## src/crtc_pkg.sv

```systemverilog
// Shared types, codes and constants for the CRTC timing and register file.
// Used by crtc_timing_and_register_file; depends on nothing.
package crtc_pkg;

    localparam int REG_COUNT_DEF   = 32;
    localparam int FRAME_LINES_DEF = 360;

    // Item codes
    localparam logic [1:0] OP_TICK  = 2'd0;
    localparam logic [1:0] OP_WRITE = 2'd1;
    localparam logic [1:0] OP_READ  = 2'd2;

    // Port offsets above the aliased index/data window
    localparam logic [3:0] PORT_MODE   = 4'h8;
    localparam logic [3:0] PORT_COLOUR = 4'h9;
    localparam logic [3:0] PORT_STATUS = 4'hA;
    localparam logic [3:0] PORT_EXT    = 4'hD;

    // Register indexes with special handling
    localparam logic [4:0] IDX_R10 = 5'h10;
    localparam logic [4:0] IDX_R12 = 5'h12;

    localparam logic [7:0] R10_READ_KEEP    = 8'h13;
    localparam logic [7:0] R10_MODE_BITS    = 8'h88;
    localparam logic [7:0] CURSOR_MODE_MASK = 8'h60;
    localparam logic [7:0] CURSOR_OFF       = 8'h20;
    localparam logic [7:0] CURSOR_SLOW      = 8'h60;
    localparam logic [7:0] EXT_MODE_RESET   = 8'h80;
    localparam logic [4:0] VSYNC_LEN        = 5'd16;

    typedef struct packed {
        logic [1:0] opcode;
        logic [3:0] port;
        logic [7:0] write_data;
    } crtc_in_t;

    typedef struct packed {
        logic [7:0]  read_data;
        logic        display_enable;
        logic [7:0]  status_byte;
        logic        cursor_here;
        logic [15:0] memory_address;
        logic [4:0]  row_address;
        logic [8:0]  line_number;
    } crtc_out_t;

    // Write mask per register; registers 18 and up hold nothing
    function automatic logic [7:0] reg_mask(input logic [4:0] idx);
        logic [7:0] m;
        begin
            case (idx) inside
                [5'd0:5'd3]:   m = 8'hFF;
                5'd4:          m = 8'h7F;
                5'd5:          m = 8'h1F;
                5'd6:          m = 8'h7F;
                5'd7:          m = 8'h7F;
                5'd8:          m = 8'hF3;
                5'd9:          m = 8'h1F;
                5'd10:         m = 8'h7F;
                5'd11:         m = 8'h1F;
                5'd12:         m = 8'h3F;
                5'd13:         m = 8'hFF;
                5'd14:         m = 8'h3F;
                [5'd15:5'd17]: m = 8'hFF;
                default:       m = 8'h00;
            endcase
            return m;
        end
    endfunction

endpackage

```

## src/crtc_timing_and_register_file.sv

```systemverilog
// 6845-style display timing controller with its port register file.
// Depends on crtc_pkg for the channel structs, codes and write masks.
//
// Usage: one request channel (req_valid/req_stall/req) carries items: a
// half-scanline tick, a port write or a port read. One response channel
// (rsp_valid/rsp_stall/rsp) returns exactly one result per item: the read
// byte (0 for ticks and writes) and the counters and status as they stand
// after that item.
// The result of an item transferred at one edge stands in the response register
// from the next cycle. Throughput is one item per cycle while the receiver does
// not stall; all register and counter updates for an item are done by the
// compare/add logic in front of the state registers in the cycle of the
// transfer.
// While the receiver stalls with a result held, req_stall is raised and no
// item is taken; the held result does not change. A new item is taken in
// the same cycle the held result is transferred.
// Reset clears the register file, counters and status (extended mode
// register to 0x80) and empties the response register.
module crtc_timing_and_register_file #(
    parameter int REG_COUNT   = crtc_pkg::REG_COUNT_DEF,
    parameter int FRAME_LINES = crtc_pkg::FRAME_LINES_DEF
) (
    input  logic               clk,
    input  logic               rst_n,
    input  logic               req_valid,
    output logic               req_stall,
    input  crtc_pkg::crtc_in_t req,
    output logic               rsp_valid,
    input  logic               rsp_stall,
    output crtc_pkg::crtc_out_t rsp
);
    import crtc_pkg::*;

    localparam int         IDX_W     = $clog2(REG_COUNT);
    localparam logic [5:0] REG_CNT_W = 6'(REG_COUNT);
    localparam logic [9:0] FRAME_W   = 10'(FRAME_LINES);

    logic [7:0]  crtc_regs_reg [REG_COUNT];
    logic [7:0]  crtc_regs_next [REG_COUNT];
    logic [4:0]  reg_index_reg, reg_index_next;
    logic [7:0]  mode_reg, mode_next;
    logic [7:0]  colour_reg, colour_next;
    logic [7:0]  ext_mode_reg, ext_mode_next;
    logic [7:0]  status_reg, status_next;
    logic        phase_reg, phase_next;
    logic [4:0]  row_reg, row_next;
    logic [6:0]  vert_reg, vert_next;
    logic [15:0] addr_reg, addr_next;
    logic [15:0] row_start_reg, row_start_next;
    logic [4:0]  vadj_reg, vadj_next;
    logic [4:0]  vsync_reg, vsync_next;
    logic        cur_win_reg, cur_win_next;
    logic        blink_on_reg, blink_on_next;
    logic [7:0]  blink_cnt_reg, blink_cnt_next;
    logic        disp_on_reg, disp_on_next;
    logic        odd_even_reg, odd_even_next;
    logic [8:0]  line_reg, line_next;

    logic        rsp_valid_reg;
    crtc_out_t   rsp_reg, rsp_next;
    logic        accept;

    assign req_stall = rsp_valid_reg && rsp_stall;
    assign accept    = req_valid && !req_stall;
    assign rsp_valid = rsp_valid_reg;
    assign rsp       = rsp_reg;

    always_comb
    begin
        logic [7:0]  rd;
        logic [7:0]  sel;
        logic        interlace;
        logic [4:0]  cur_end;
        logic [4:0]  cur_start;
        logic [6:0]  prev_vert;
        logic [9:0]  line_inc;
        logic [15:0] start_addr;
        logic [15:0] cursor_addr;

        for (int i = 0; i < REG_COUNT; i++)
        begin
            crtc_regs_next[i] = crtc_regs_reg[i];
        end
        reg_index_next = reg_index_reg;
        mode_next      = mode_reg;
        colour_next    = colour_reg;
        ext_mode_next  = ext_mode_reg;
        status_next    = status_reg;
        phase_next     = phase_reg;
        row_next       = row_reg;
        vert_next      = vert_reg;
        addr_next      = addr_reg;
        row_start_next = row_start_reg;
        vadj_next      = vadj_reg;
        vsync_next     = vsync_reg;
        cur_win_next   = cur_win_reg;
        blink_on_next  = blink_on_reg;
        blink_cnt_next = blink_cnt_reg;
        disp_on_next   = disp_on_reg;
        odd_even_next  = odd_even_reg;
        line_next      = line_reg;
        rd             = 8'h00;

        sel = (reg_index_reg < REG_CNT_W) ? crtc_regs_reg[reg_index_reg[IDX_W-1:0]] : 8'h00;
        interlace  = (crtc_regs_reg[8][1:0] == 2'b11);
        cur_end    = crtc_regs_reg[11][4:0];
        cur_start  = crtc_regs_reg[10][4:0];
        start_addr = {crtc_regs_reg[12], crtc_regs_reg[13]};
        prev_vert  = vert_reg;
        line_inc   = {1'b0, line_reg} + 10'd1;

        unique case (req.opcode)
            OP_TICK:
            begin
                if (!phase_reg)
                begin
                    // line start half
                    status_next = status_next | 8'h01;
                    phase_next  = 1'b1;
                    if (disp_on_reg)
                        addr_next = addr_reg + {8'h00, crtc_regs_reg[1]};
                    if ({1'b0, vert_reg} == crtc_regs_reg[7] && row_reg == 5'd0)
                        status_next = status_next | 8'h08;
                    line_next = (line_inc >= FRAME_W) ? 9'd0 : line_inc[8:0];
                end
                else
                begin
                    // line end half
                    phase_next = 1'b0;
                    if (vsync_reg != 5'd0)
                    begin
                        vsync_next = vsync_reg - 5'd1;
                        if (vsync_next == 5'd0)
                            status_next = status_next & ~8'h08;
                    end
                    if (row_reg == cur_end || (interlace && row_reg == (cur_end >> 1)))
                        cur_win_next = 1'b0;
                    if (interlace && {3'b000, row_reg} == {1'b0, crtc_regs_reg[9][7:1]})
                        row_start_next = addr_reg;

                    if (vadj_reg != 5'd0)
                    begin
                        row_next  = row_reg + 5'd1;
                        addr_next = row_start_next;
                        vadj_next = vadj_reg - 5'd1;
                        if (vadj_next == 5'd0)
                        begin
                            disp_on_next   = 1'b1;
                            addr_next      = start_addr;
                            row_start_next = start_addr;
                            row_next       = 5'd0;
                        end
                    end
                    else if ({3'b000, row_reg} == crtc_regs_reg[9])
                    begin
                        row_start_next = addr_reg;
                        row_next       = 5'd0;
                        vert_next      = vert_reg + 7'd1;
                        if ({1'b0, vert_next} == crtc_regs_reg[6])
                            disp_on_next = 1'b0;
                        if ({1'b0, prev_vert} == crtc_regs_reg[4])
                        begin
                            vert_next = 7'd0;
                            vadj_next = crtc_regs_reg[5][4:0];
                            if (vadj_next == 5'd0)
                            begin
                                disp_on_next   = 1'b1;
                                addr_next      = start_addr;
                                row_start_next = start_addr;
                            end
                            case (crtc_regs_reg[10] & CURSOR_MODE_MASK)
                                CURSOR_OFF:  blink_on_next = 1'b0;
                                CURSOR_SLOW: blink_on_next = blink_cnt_reg[4];
                                default:     blink_on_next = blink_cnt_reg[3];
                            endcase
                        end
                        if ({1'b0, vert_next} == crtc_regs_reg[7])
                        begin
                            disp_on_next   = 1'b0;
                            line_next      = 9'd0;
                            vsync_next     = VSYNC_LEN;
                            blink_cnt_next = blink_cnt_reg + 8'd1;
                            odd_even_next  = !odd_even_reg;
                        end
                    end
                    else
                    begin
                        row_next  = row_reg + 5'd1;
                        addr_next = row_start_next;
                    end

                    if (disp_on_next)
                        status_next = status_next & ~8'h01;
                    if (row_next == cur_start || (interlace && row_next == (cur_start >> 1)))
                        cur_win_next = 1'b1;
                end
            end
            OP_WRITE:
            begin
                if (!req.port[3])
                begin
                    if (!req.port[0])
                        reg_index_next = req.write_data[4:0];
                    else if (!(crtc_regs_reg[16][7] && reg_index_reg <= 5'd7)
                             && reg_index_reg < REG_CNT_W)
                        crtc_regs_next[reg_index_reg[IDX_W-1:0]] =
                            req.write_data & reg_mask(reg_index_reg);
                end
                else
                begin
                    case (req.port)
                        PORT_MODE:   mode_next     = req.write_data;
                        PORT_COLOUR: colour_next   = req.write_data;
                        PORT_EXT:    ext_mode_next = req.write_data;
                        default:     ;
                    endcase
                end
            end
            OP_READ:
            begin
                if (!req.port[3])
                begin
                    if (!req.port[0])
                        rd = {3'b000, reg_index_reg};
                    else
                    begin
                        rd = (reg_index_reg == IDX_R12 && crtc_regs_reg[17][7]) ? 8'h02 : sel;
                        if (reg_index_reg == IDX_R10)
                        begin
                            rd = rd & R10_READ_KEEP;
                            if (mode_reg[0])
                                rd = rd | R10_MODE_BITS;
                        end
                    end
                end
                else
                begin
                    case (req.port)
                        PORT_STATUS: rd = status_reg;
                        PORT_EXT:    rd = ext_mode_reg;
                        default:     rd = 8'hFF;
                    endcase
                end
            end
            default: ;
        endcase

        cursor_addr = {crtc_regs_next[14], crtc_regs_next[15]};

        rsp_next.read_data      = rd;
        rsp_next.display_enable = disp_on_next;
        rsp_next.status_byte    = status_next;
        rsp_next.cursor_here    = (addr_next == cursor_addr) && cur_win_next && blink_on_next;
        rsp_next.memory_address = addr_next;
        rsp_next.row_address    = row_next;
        rsp_next.line_number    = line_next;
    end

    always_ff @(posedge clk or negedge rst_n)
    begin
        if (!rst_n)
        begin
            for (int i = 0; i < REG_COUNT; i++)
            begin
                crtc_regs_reg[i] <= 8'h00;
            end
            reg_index_reg <= 5'd0;
            mode_reg      <= 8'h00;
            colour_reg    <= 8'h00;
            ext_mode_reg  <= EXT_MODE_RESET;
            status_reg    <= 8'h00;
            phase_reg     <= 1'b0;
            row_reg       <= 5'd0;
            vert_reg      <= 7'd0;
            addr_reg      <= 16'h0000;
            row_start_reg <= 16'h0000;
            vadj_reg      <= 5'd0;
            vsync_reg     <= 5'd0;
            cur_win_reg   <= 1'b0;
            blink_on_reg  <= 1'b0;
            blink_cnt_reg <= 8'h00;
            disp_on_reg   <= 1'b0;
            odd_even_reg  <= 1'b0;
            line_reg      <= 9'd0;
            rsp_valid_reg <= 1'b0;
        end
        else
        begin
            if (accept)
            begin
                for (int i = 0; i < REG_COUNT; i++)
                begin
                    crtc_regs_reg[i] <= crtc_regs_next[i];
                end
                reg_index_reg <= reg_index_next;
                mode_reg      <= mode_next;
                colour_reg    <= colour_next;
                ext_mode_reg  <= ext_mode_next;
                status_reg    <= status_next;
                phase_reg     <= phase_next;
                row_reg       <= row_next;
                vert_reg      <= vert_next;
                addr_reg      <= addr_next;
                row_start_reg <= row_start_next;
                vadj_reg      <= vadj_next;
                vsync_reg     <= vsync_next;
                cur_win_reg   <= cur_win_next;
                blink_on_reg  <= blink_on_next;
                blink_cnt_reg <= blink_cnt_next;
                disp_on_reg   <= disp_on_next;
                odd_even_reg  <= odd_even_next;
                line_reg      <= line_next;
            end
            if (accept)
                rsp_valid_reg <= 1'b1;
            else if (!rsp_stall)
                rsp_valid_reg <= 1'b0;
        end
    end

    // result payload carries no reset
    always_ff @(posedge clk)
    begin
        if (accept)
            rsp_reg <= rsp_next;
    end

    a_accept_gives_result: assert property (@(posedge clk) disable iff (!rst_n)
        accept |=> rsp_valid)
        else $error("transferred item produced no result");

    a_line_in_frame: assert property (@(posedge clk) disable iff (!rst_n)
        line_reg < FRAME_LINES[8:0] || FRAME_LINES == 511)
        else $error("display line counter beyond frame length");

    a_vsync_len: assert property (@(posedge clk) disable iff (!rst_n)
        vsync_reg <= VSYNC_LEN)
        else $error("vsync counter beyond sync length");

    a_timing_protect: assert property (@(posedge clk) disable iff (!rst_n)
        crtc_regs_reg[16][7] |=> $stable(crtc_regs_reg[0]) && $stable(crtc_regs_reg[7]))
        else $error("protected timing register changed");

endmodule
```

## config.mk

```make
export PLATFORM = sky130hd
export DESIGN_NAME = crtc_timing_and_register_file
export DESIGN_NICKNAME = d
export VERILOG_FILES = /design/src/crtc_pkg.sv /design/src/crtc_timing_and_register_file.sv
export SDC_FILE = /design/constraint.sdc
export NUM_CORES = 1
export LEC_CHECK = 0
export BUFFER_PORTS_ARGS = -buffer_cell sky130_fd_sc_hd__buf_4
export CAP_MARGIN = 20
export CORE_ASPECT_RATIO = 1.4
export CORE_MARGIN = 10
export CORE_UTILIZATION = 56
export DETAILED_ROUTE_END_ITERATION = 12
export HOLD_SLACK_MARGIN = 0.08
export MAX_ROUTING_LAYER = met4
export PLACE_DENSITY = 0.76
export SLEW_MARGIN = 20
export SYNTH_ARGS = -nofsm -noshare
export SYNTH_HDL_FRONTEND = slang
export SYNTH_SLANG_ARGS = --single-unit
```

## constraint.sdc

```tcl
create_clock -name clk -period 4.05 [get_ports clk]
set_clock_uncertainty 0.05 [all_clocks]
set_input_delay 0.81 -clock clk [delete_from_list [all_inputs] [get_ports clk]]
set_output_delay 0.81 -clock clk [all_outputs]
set_load 0.01 [all_outputs]
```

==> impl_results.md, run 1 <==
- WP data arrival: 4.20 ns
- CTS tree: done
- DR WL/cell: 23.56 um
- Routed Antenna Nets: 0
- Worst reg-to-reg setup slack: 0.14 ns
- Initial antenna violation count: 0
- I/O pin total: 68
- Worst-case reg-to-reg path depth: 11
- Drt total wl: 57160 um
- CP Capture Type: flip-flop
- Synth warn: 0
- FF-to-FF Start: crtc_regs_reg[212]$_DFFE_PN0P_
- Pwr Density: 560.6 nW/um^2
- Final Setup Violations: 0
- CORE AREA: 34230 sq um
- Largest net degree at the start of global routing: 108
- Min Hold Slack: 0.2738 ns
- Clk sink count: 387
- Ys flop type: dfrtp_1
- Power, Total: 12.44 mW
- Worst-Skew Late Latency: 0.54 ns
- Cts hold-fix bufs: 0
- RSZ-0062 raised after global routing: false
- Syn Inst Count: 1860
- First-pass GRT wire length: 90030 um
- Die Y: 240.7 um
- Top-area cell type share of the netlist area: 44.20%
- Max-cap viol count: 0
- Detailed router's first-iteration violation count: 1662
- Mapped Area: 19470 sq um
- Row count: 80
- Fin crit period: 3.909 ns
- Area grow syn2layout: 13.90%
- Sequential fraction of the synthesis area: 50.81%
- Register area: 9901 sq um
- DIE WIDTH: 177.6 um
- EDFF count, synth: 42
- Vias in the first global route: 15365
- Final layout net count: 1983
- Setup Slack @ Placement: -0.2041 ns
- Leading area contributor after synthesis: dfrtp_1
- H-tree depth: 2
- Post-synth top cells: dfrtp_1 (344), nand2_1 (303), o21ai_0 (216)
- Largest register FFs: 256
- Count of TritonRoute iterations in the first routing pass: 5
- CTS buffer count: 38
- CP Max Fanout: 4
- Initial Utilization: 56.89%
- Max-slew violation count: 0
- Most common cell in the netlist: dfrtp_1
- Leakage: 9.940 nW
- Layout cells sized above 1: 18.63%
- Synth cell types: 85
- Root buffer cell: clkbuf_16
- Synth Area per Inst: 10.47 sq um
- Yosys reg bits: 387
- Hold Fails Final Rpt: 0
- Worst rel slew slack: 35.93%
- Async SR Flop Fraction: 89.15%
- GRT Overall Usage: 27.89%
- RR Endpoint: rsp[30]$_DFFE_PP_
- Vias per cell: 6.270
- Synth area leaders: dfrtp_1 (44%), mux4_2 (7.4%), edfxtp_1 (6.5%)
- Status: complete, no violations
- Kind of critical path: reg -> reg
- Final core utilization: 64.80%
- Worst setup SP type: flip-flop
- Worst hold path type: in -> async
- Critical path data required time: 4.35 ns
- GPL Wtd Cong: 1.005
- Congestion Overflow GR: 0
- Die ar.: 42740 sq um
- DP Wirelength: 41400 um
- Diodes inserted: 0
- Fillers: 2679
- CTS clk-pin slew, worst paths: 0.06 ns
- Max VDD drop: 0.0004089 V
- Setup ws final: 0.1410 ns
- DRC: 0
- Area occupied by multi-input gates: 9047 sq um
- Fmax: 255.8 MHz
- Worst-Margin Slew: 0.9546 ns
- Vias post-DR: 15212
- Bufs on Longest Clock Path: 3
- Final period util: 96.52%
- IO buf count: 61
[critical path, cell delays in order (launching register included)]
cell and delay [ns]:
dfrtp_1 0.46, or4_1 0.53, nor2_1 0.09, and4bb_2 0.36, nor2_1 0.12, a41o_1 0.22
or4_4 0.52, a2111oi_4 0.36, nand4_1 0.19, nor4b_4 0.32, o2111ai_1 0.17, a2111oi_2 0.32
[power by group]
part,internal (mW),total (mW),switching (mW)
Clock,2.06,3.59,1.53
Sequential,4.39,4.91,0.518
Combinational,1.62,3.94,2.32
Total,8.06,12.4,4.37
[worst max-delay path by stage]
stage                                   start                end  slack [ns]
6_report       crtc_regs_reg[212]$_DFFE_PN0P_  rsp[30]$_DFFE_PP_        0.14
3_3_place_gp                          req[13]  rsp[30]$_DFFE_PP_       -0.14
3_5_place_dp                          req[13]  rsp[30]$_DFFE_PP_       -0.20
2_1_floorplan         vert_reg[4]$_DFFE_PN0P_  rsp[30]$_DFFE_PP_        0.13
4_1_cts               vadj_reg[1]$_DFFE_PN0P_  rsp[30]$_DFFE_PP_        0.09
5_1_grt        crtc_regs_reg[182]$_DFFE_PN0P_  rsp[30]$_DFFE_PP_        0.04
[through the flow]
stage                     cells  instance area [sq um]  setup TNS, ns
after global routing       2426                  22180              0
after detailed placement   2350                  20780        -0.2041
after global placement     2350                  20780        -0.1435
final                      2426                  22180              0
after CTS                  2419                  22040              0
after floorplan            1865                  19490              0
[final cells by class]
type	count	area share, %
sequential	387	44.64
inverter	34	0.5754
clock buffer	53	5.003
multi-input combinational	1320	40.79
tap	451	2.544
clock inverter	16	0.6656
timing repair buffer	165	5.787
[routing by layer]
layer	vias up	share of wire [%]	global-route usage (%)	wire length, um
li1	6801	-	-	-
met1	7593	39	33.42	22040
met2	639	49	45.48	28290
met3	179	6.2	3.770	3529
met4	0	5.8	14.41	3300
met5	-	0	-	0
[cells by family (layout without fill, tap and decap cells)]
family / after synthesis / in the layout / synth area share, %
other cells: 1 / 6 / 0.01926
mux: 115 / 115 / 10.27
fa+ha+maj: 19 / 19 / 1.259
xor+xnor: 83 / 83 / 3.733
buf+inv: 158 / 268 / 3.302
flops: 387 / 387 / 50.81
simple gates: 658 / 658 / 16.70
compound gates: 439 / 439 / 13.90
[layout by cell type, fill, tap and decap left out, types with 17 or more instances in the layout]
cell,n
xnor2_1,45
o31ai_1,19
nand2b_1,17
edfxtp_1,42
dfrtp_1,342
nor3_1,26
nand3_1,27
mux4_2,64
xor2_1,37
and2_1,141
o21ai_0,216
inv_1,32
a22oi_1,42
a21oi_1,56
mux2_2,39
nand2_1,303
buf_4,161
clkbuf_16,40
nor2_1,57
[timing repair]
| item | CTS | global route |
|---|---|---|
| setup endpoints to repair | 0 | 1 |
| setup buffers | 0 | 7 |
| gates resized for setup | 0 | 15 |
No activity file was read; power rests on OpenSTA's default activity.
==> run 2, diff against run 1 <==
- CORE_UTILIZATION: 56 -> 60
- PLACE_DENSITY: 0.76 -> 0.77
- clock period: 4.05 -> 4.8 ns (I/O delays scaled with it)
==> run 2 against run 1 <==
Net effect: worst setup slack gained 0.42 ns; via count shrank 2.1%; critical path type unchanged; design area shrank 2.7%; clock power shrank 14%; sequential power shrank 15%; sequential share of layout area grew 1.2 points; sequential cell count is the same; first-iteration DRC count shrank 7.1%; largest power group unchanged; count of clock-buffer cells in the layout grew 2.
==> impl_results.md, run 2 (synthesized netlist as in run 1, its figures left out) <==
- Status: complete, no violations
- Clk sink count: 387
- Fillers: 2417
- CORE AREA: 32210 sq um
- CP Capture Type: flip-flop
- Congestion Overflow GR: 0
- Most common cell after layout, fill and taps aside: dfrtp_1
- Worst-Margin Slew: 0.9833 ns
- DR WL/cell: 24.36 um
- Max-slew violation count: 0
- WL met2: 28110 um
- IO buf count: 61
- Bufs on Longest Clock Path: 3
- Final layout net count: 1927
- Drt total wl: 56510 um
- Final period util: 88.33%
- Cts hold-fix bufs: 0
- Vias per cell: 6.416
- Initial antenna violation count: 0
- Row count: 78
- Count of TritonRoute iterations in the first routing pass: 5
- DRC: 0
- Final core utilization: 67.05%
- Leakage: 9.624 nW
- Diodes inserted: 0
- Die Y: 233.2 um
- Worst setup SP type: flip-flop
- Non-Filler Instances: 2320
- CTS buffer count: 38
- Max VDD drop: 0.0003420 V
- Post-CTS setup buffer count: 0
- Root buffer cell: clkbuf_16
- Initial Utilization: 60.47%
- H-tree depth: 2
- Pwr Density: 472.8 nW/um^2
- I/O pin total: 68
- CP Max Fanout: 11
- DP Cell Count: 2250
- Kind of critical path: reg -> reg
- Largest register FFs: 256
- Vias in the first global route: 15100
- WP data arrival: 4.54 ns
- GPL Wtd Cong: 0.9501
- Routed Antenna Nets: 0
- Post-CTS Resized: 0
- Fin crit period: 4.240 ns
- GRT Overall Usage: 29.70%
- WL met1: 21930 um
- Worst hold path type: in -> async
- CTS clk-pin slew, worst paths: 0.07 ns
- CTS tree: done
- Met3 Routed Length: 3227 um
- Setup ws final: 0.5601 ns
- DIE WIDTH: 172.3 um
- Area grow syn2layout: 10.88%
- Critical path data required time: 5.10 ns
- Min Hold Slack: 0.4170 ns
- Detailed router's first-iteration violation count: 1544
- Max-cap viol count: 0
- Setup Slack @ Placement: 0.2796 ns
- Most frequent cells in the layout: dfrtp_1 (342), nand2_1 (303), o21ai_0 (216)
- Worst-Skew Late Latency: 0.56 ns
- Die ar.: 40170 sq um
- Worst rel slew slack: 34.45%
- Largest net degree at the start of global routing: 118
- RSZ-0062 raised after global routing: false
- Fmax: 235.9 MHz
- First-pass GRT wire length: 89050 um
- Final Setup Violations: 0
- Hold Fails Final Rpt: 0
- Post-route setup TNS: 0 ns
- Layout cells sized above 1: 15.52%
- Vias post-DR: 14886
- Uppermost layer routed: met4
- DP Wirelength: 40370 um
[run 2: cell types whose count changed in the layout (fill, tap and decap cells not counted), sizes merged]
cell | before | now
clkbuf | 53 | 55
inv | 37 | 36
buf | 165 | 109
clkinvlp | 0 | 2
clkinv | 11 | 8
bufinv | 2 | 3
[run 2: routing by layer]
layer / global-route usage (%) / up-vias
met4: 15.04 / 0
met1: 36.17 / 7447
met3: 4.089 / 198
met2: 47.71 / 580
met5: - / -
li1: - / 6661
[run 2: layout make-up]
class	count	area, sq um	share of cell area (%)
flip-flops and latches	387	9901	45.85
multi-input cells	1320	8961	41.50
clock buffers	55	1087	5.035
repair buffers	109	838.3	3.882
well taps	400	500.5	2.318
clock inverters	15	177.7	0.8228
inverters	34	127.6	0.5910
[run 2: critical path: stages, from the launching register on]
cell,delay (ns)
dfrtp_1,0.44
inv_1,0.08
ha_1,0.21
or4b_4,0.52
nor4_2,0.36
a21o_1,0.28
nor2_1,0.16
buf_4,0.22
a22oi_1,0.21
mux2_2,0.36
o21ai_0,0.14
o2111ai_1,0.15
nor4b_2,0.42
o2111ai_1,0.20
a2111oi_2,0.23
[run 2: report_power, final]
group / internal, mW / total (mW) / switching, mW
Combinational: 1.13 / 2.97 / 1.84
Clock: 1.76 / 3.07 / 1.31
Sequential: 3.70 / 4.17 / 0.470
[run 2: through the flow]
stage	power (mW)	area [sq um]
floorplan	6.086	19490
global placement	7.077	20330
detailed placement	7.152	20330
CTS	10.21	21590
global route	10.68	21590
finish	10.21	21590
[run 2: worst paths after layout]
path                                                      from                              to  slack, ns  cells after the start
worst max-delay path                   vadj_reg[0]$_DFFE_PN0P_               rsp[30]$_DFFE_PP_       0.56                     14
worst min-delay path                                     rst_n    blink_cnt_reg[0]$_DFFE_PN0P_       0.42                      1
worst max register to register         vadj_reg[0]$_DFFE_PN0P_               rsp[30]$_DFFE_PP_       0.56                     14
worst min register to register  crtc_regs_reg[228]$_DFFE_PN0P_  crtc_regs_reg[228]$_DFFE_PN0P_       0.43                      2
max in group asynchronous                                rst_n  crtc_regs_reg[199]$_DFFE_PN0P_       3.11                      2
min in group clk                crtc_regs_reg[228]$_DFFE_PN0P_  crtc_regs_reg[228]$_DFFE_PN0P_       0.43                      2
==> run 3, diff against run 2 <==
- clock period: 4.8 -> 4.4 ns (I/O delays scaled with it)
==> run 3 against run 2 <==
Net effect: via count rose by 0.79%; register-to-register slack worse by 0.28 ns; count of clock-buffer cells in the layout decreased by 5; critical path depth is 2 lower; hold slack lost 0.086 ns; first-iteration DRC count is 11% higher; wire length increased by 0.65%; sequential power is 9.4% higher; sequential cell count is the same; maximum frequency is 2.9% higher; design area grew 0.98%; sequential share of layout area fell by 0.44 points.
==> impl_results.md, run 3 (synthesized netlist as in run 1, its figures left out) <==
- Status: complete, no violations
- WP data arrival: 4.42 ns
- Worst-Margin Slew: 0.8709 ns
- Non-Filler Instances: 2333
- CORE AREA: 32210 sq um
- Largest net degree at the start of global routing: 109
- Fillers: 2421
- Cts hold-fix bufs: 0
- DP Wirelength: 40410 um
- IO buf count: 61
- Root buffer cell: clkbuf_16
- P_int: 7.429 mW
- Diodes inserted: 0
- Drt total wl: 56880 um
- Initial antenna violation count: 0
- CTS buffer count: 38
- Row count: 78
- Worst setup SP type: flip-flop
- Congestion Overflow GR: 0
- Max VDD drop: 0.0004136 V
- Count of TritonRoute iterations in the first routing pass: 5
- Vias per cell: 6.431
- Fmax: 242.8 MHz
- Worst hold path type: in -> async
- Most common cell after layout, fill and taps aside: dfrtp_1
- Leakage: 9.755 nW
- Worst rel slew slack: 41.18%
- Final layout net count: 1941
- Fin crit period: 4.119 ns
- Initial Utilization: 60.47%
- Die Y: 233.2 um
- Final Setup Violations: 0
- Hold Fails Final Rpt: 0
- Area grow syn2layout: 11.96%
- Switching pwr: 3.927 mW
- Critical path data required time: 4.70 ns
- GRT Overall Usage: 29.70%
- Worst-Skew Late Latency: 0.54 ns
- First-pass GRT wire length: 88960 um
- CTS tree: done
- Max-cap viol count: 0
- Pwr Density: 520.8 nW/um^2
- DR WL/cell: 24.38 um
- Post-CTS Resized: 0
- Vias post-DR: 15004
- Detailed router's first-iteration violation count: 1708
- Most frequent cells in the layout: dfrtp_1 (342), nand2_1 (303), o21ai_0 (216)
- Clk sink count: 387
- Largest register FFs: 256
- Routed Antenna Nets: 0
- GPL Wtd Cong: 0.9573
- Power, Total: 11.36 mW
- Kind of critical path: reg -> reg
- CP Max Fanout: 10
- Die ar.: 40170 sq um
- Final period util: 93.62%
- Layout cells sized above 1: 16.40%
- CTS clk-pin slew, worst paths: 0.06 ns
- Sw Share: 34.58%
- DRC: 0
- DP Cell Count: 2264
- Vias in the first global route: 15018
- Post-CTS setup buffer count: 0
- Sequential share of power: 40.1%
- Max-slew violation count: 0
- I/O pin total: 68
- Post-route setup TNS: 0 ns
- Combinational Power Share: 28.7%
- CP Capture Type: flip-flop
- RSZ-0062 raised after global routing: false
- H-tree depth: 2
- Bufs on Longest Clock Path: 3
- Clock power frac: 31.2%
- DIE WIDTH: 172.3 um
==> run 3: changes by cell type in the layout (fill, tap and decap cells not counted), sizes merged <==
cell	change
buf	+14
bufinv	+3
clkinv	+2
clkinvlp	-1
clkbuf	-5
==> run 3: per-layer routing <==
layer  GRT usage (%)  part of all wire [%]  up-vias
li1                -                     -     6702
met2           47.23                    49      652
met4           15.37                   5.7        0
met5               -                     0        -
met1           36.68                    39     7466
met3           3.768                   6.3      184
==> run 3: through the flow <==
step / utilization (%) / hold slack, ns / setup WS [ns] / area (sq um)
after floorplan: - / 0.3918 / 0.4785 / 19490
after global placement: 63.52 / 0.4071 / 0.1836 / 20460
after detailed placement: 63.52 / 0.4153 / 0.07260 / 20460
after CTS: 67.70 / 0.3829 / 0.3143 / 21800
after global routing: 67.70 / 0.4049 / 0.04202 / 21800
final: 67.70 / 0.3313 / 0.2809 / 21800
==> run 3: worst paths after layout <==
kind | end | start | depth (start not counted) | slack (ns)
worst min-delay path | blink_cnt_reg[0]$_DFFE_PN0P_ | rst_n | 1 | 0.33
worst max register to register | rsp[30]$_DFFE_PP_ | crtc_regs_reg[182]$_DFFE_PN0P_ | 12 | 0.28
max in group asynchronous | row_start_reg[14]$_DFFE_PN0P_ | rst_n | 2 | 2.90
worst min register to register | crtc_regs_reg[237]$_DFFE_PN0P_ | crtc_regs_reg[237]$_DFFE_PN0P_ | 2 | 0.43
worst max-delay path | rsp[30]$_DFFE_PP_ | crtc_regs_reg[182]$_DFFE_PN0P_ | 12 | 0.28
min in group clk | crtc_regs_reg[237]$_DFFE_PN0P_ | crtc_regs_reg[237]$_DFFE_PN0P_ | 2 | 0.43
==> run 3: layout make-up <==
type                            instances  area, sq um  share of cell area [%]
Clock inverter                         19        256.5                   1.176
Timing Repair Buffer                  123        968.4                   4.441
Tap cell                              400        500.5                   2.295
Clock buffer                           50         1090                   4.998
Multi-Input combinational cell       1320         8961                   41.10
Inverter                               34        127.6                  0.5853
Sequential cell                       387         9901                   45.41
==> run 3: power groups by stage <==
stage	Clock, mW	Sequential, mW	Combinational (mW)
floorplan	0	4.35	2.28
global placement	0	4.58	3.16
detailed placement	0	4.60	3.22
CTS	3.57	4.54	3.24
global route	3.72	4.60	3.56
finish	3.54	4.56	3.26
==> run 3: worst max-delay path, cell delays in order (launching register included) <==
cell,delay (ns)
dfrtp_1,0.42
or3_1,0.43
nor4_1,0.37
nand3_1,0.21
o22ai_1,0.70
buf_4,0.31
o21ai_0,0.09
a32oi_1,0.51
xnor2_1,0.20
nand3b_1,0.10
a21oi_1,0.18
o2111ai_1,0.14
a2111oi_2,0.22
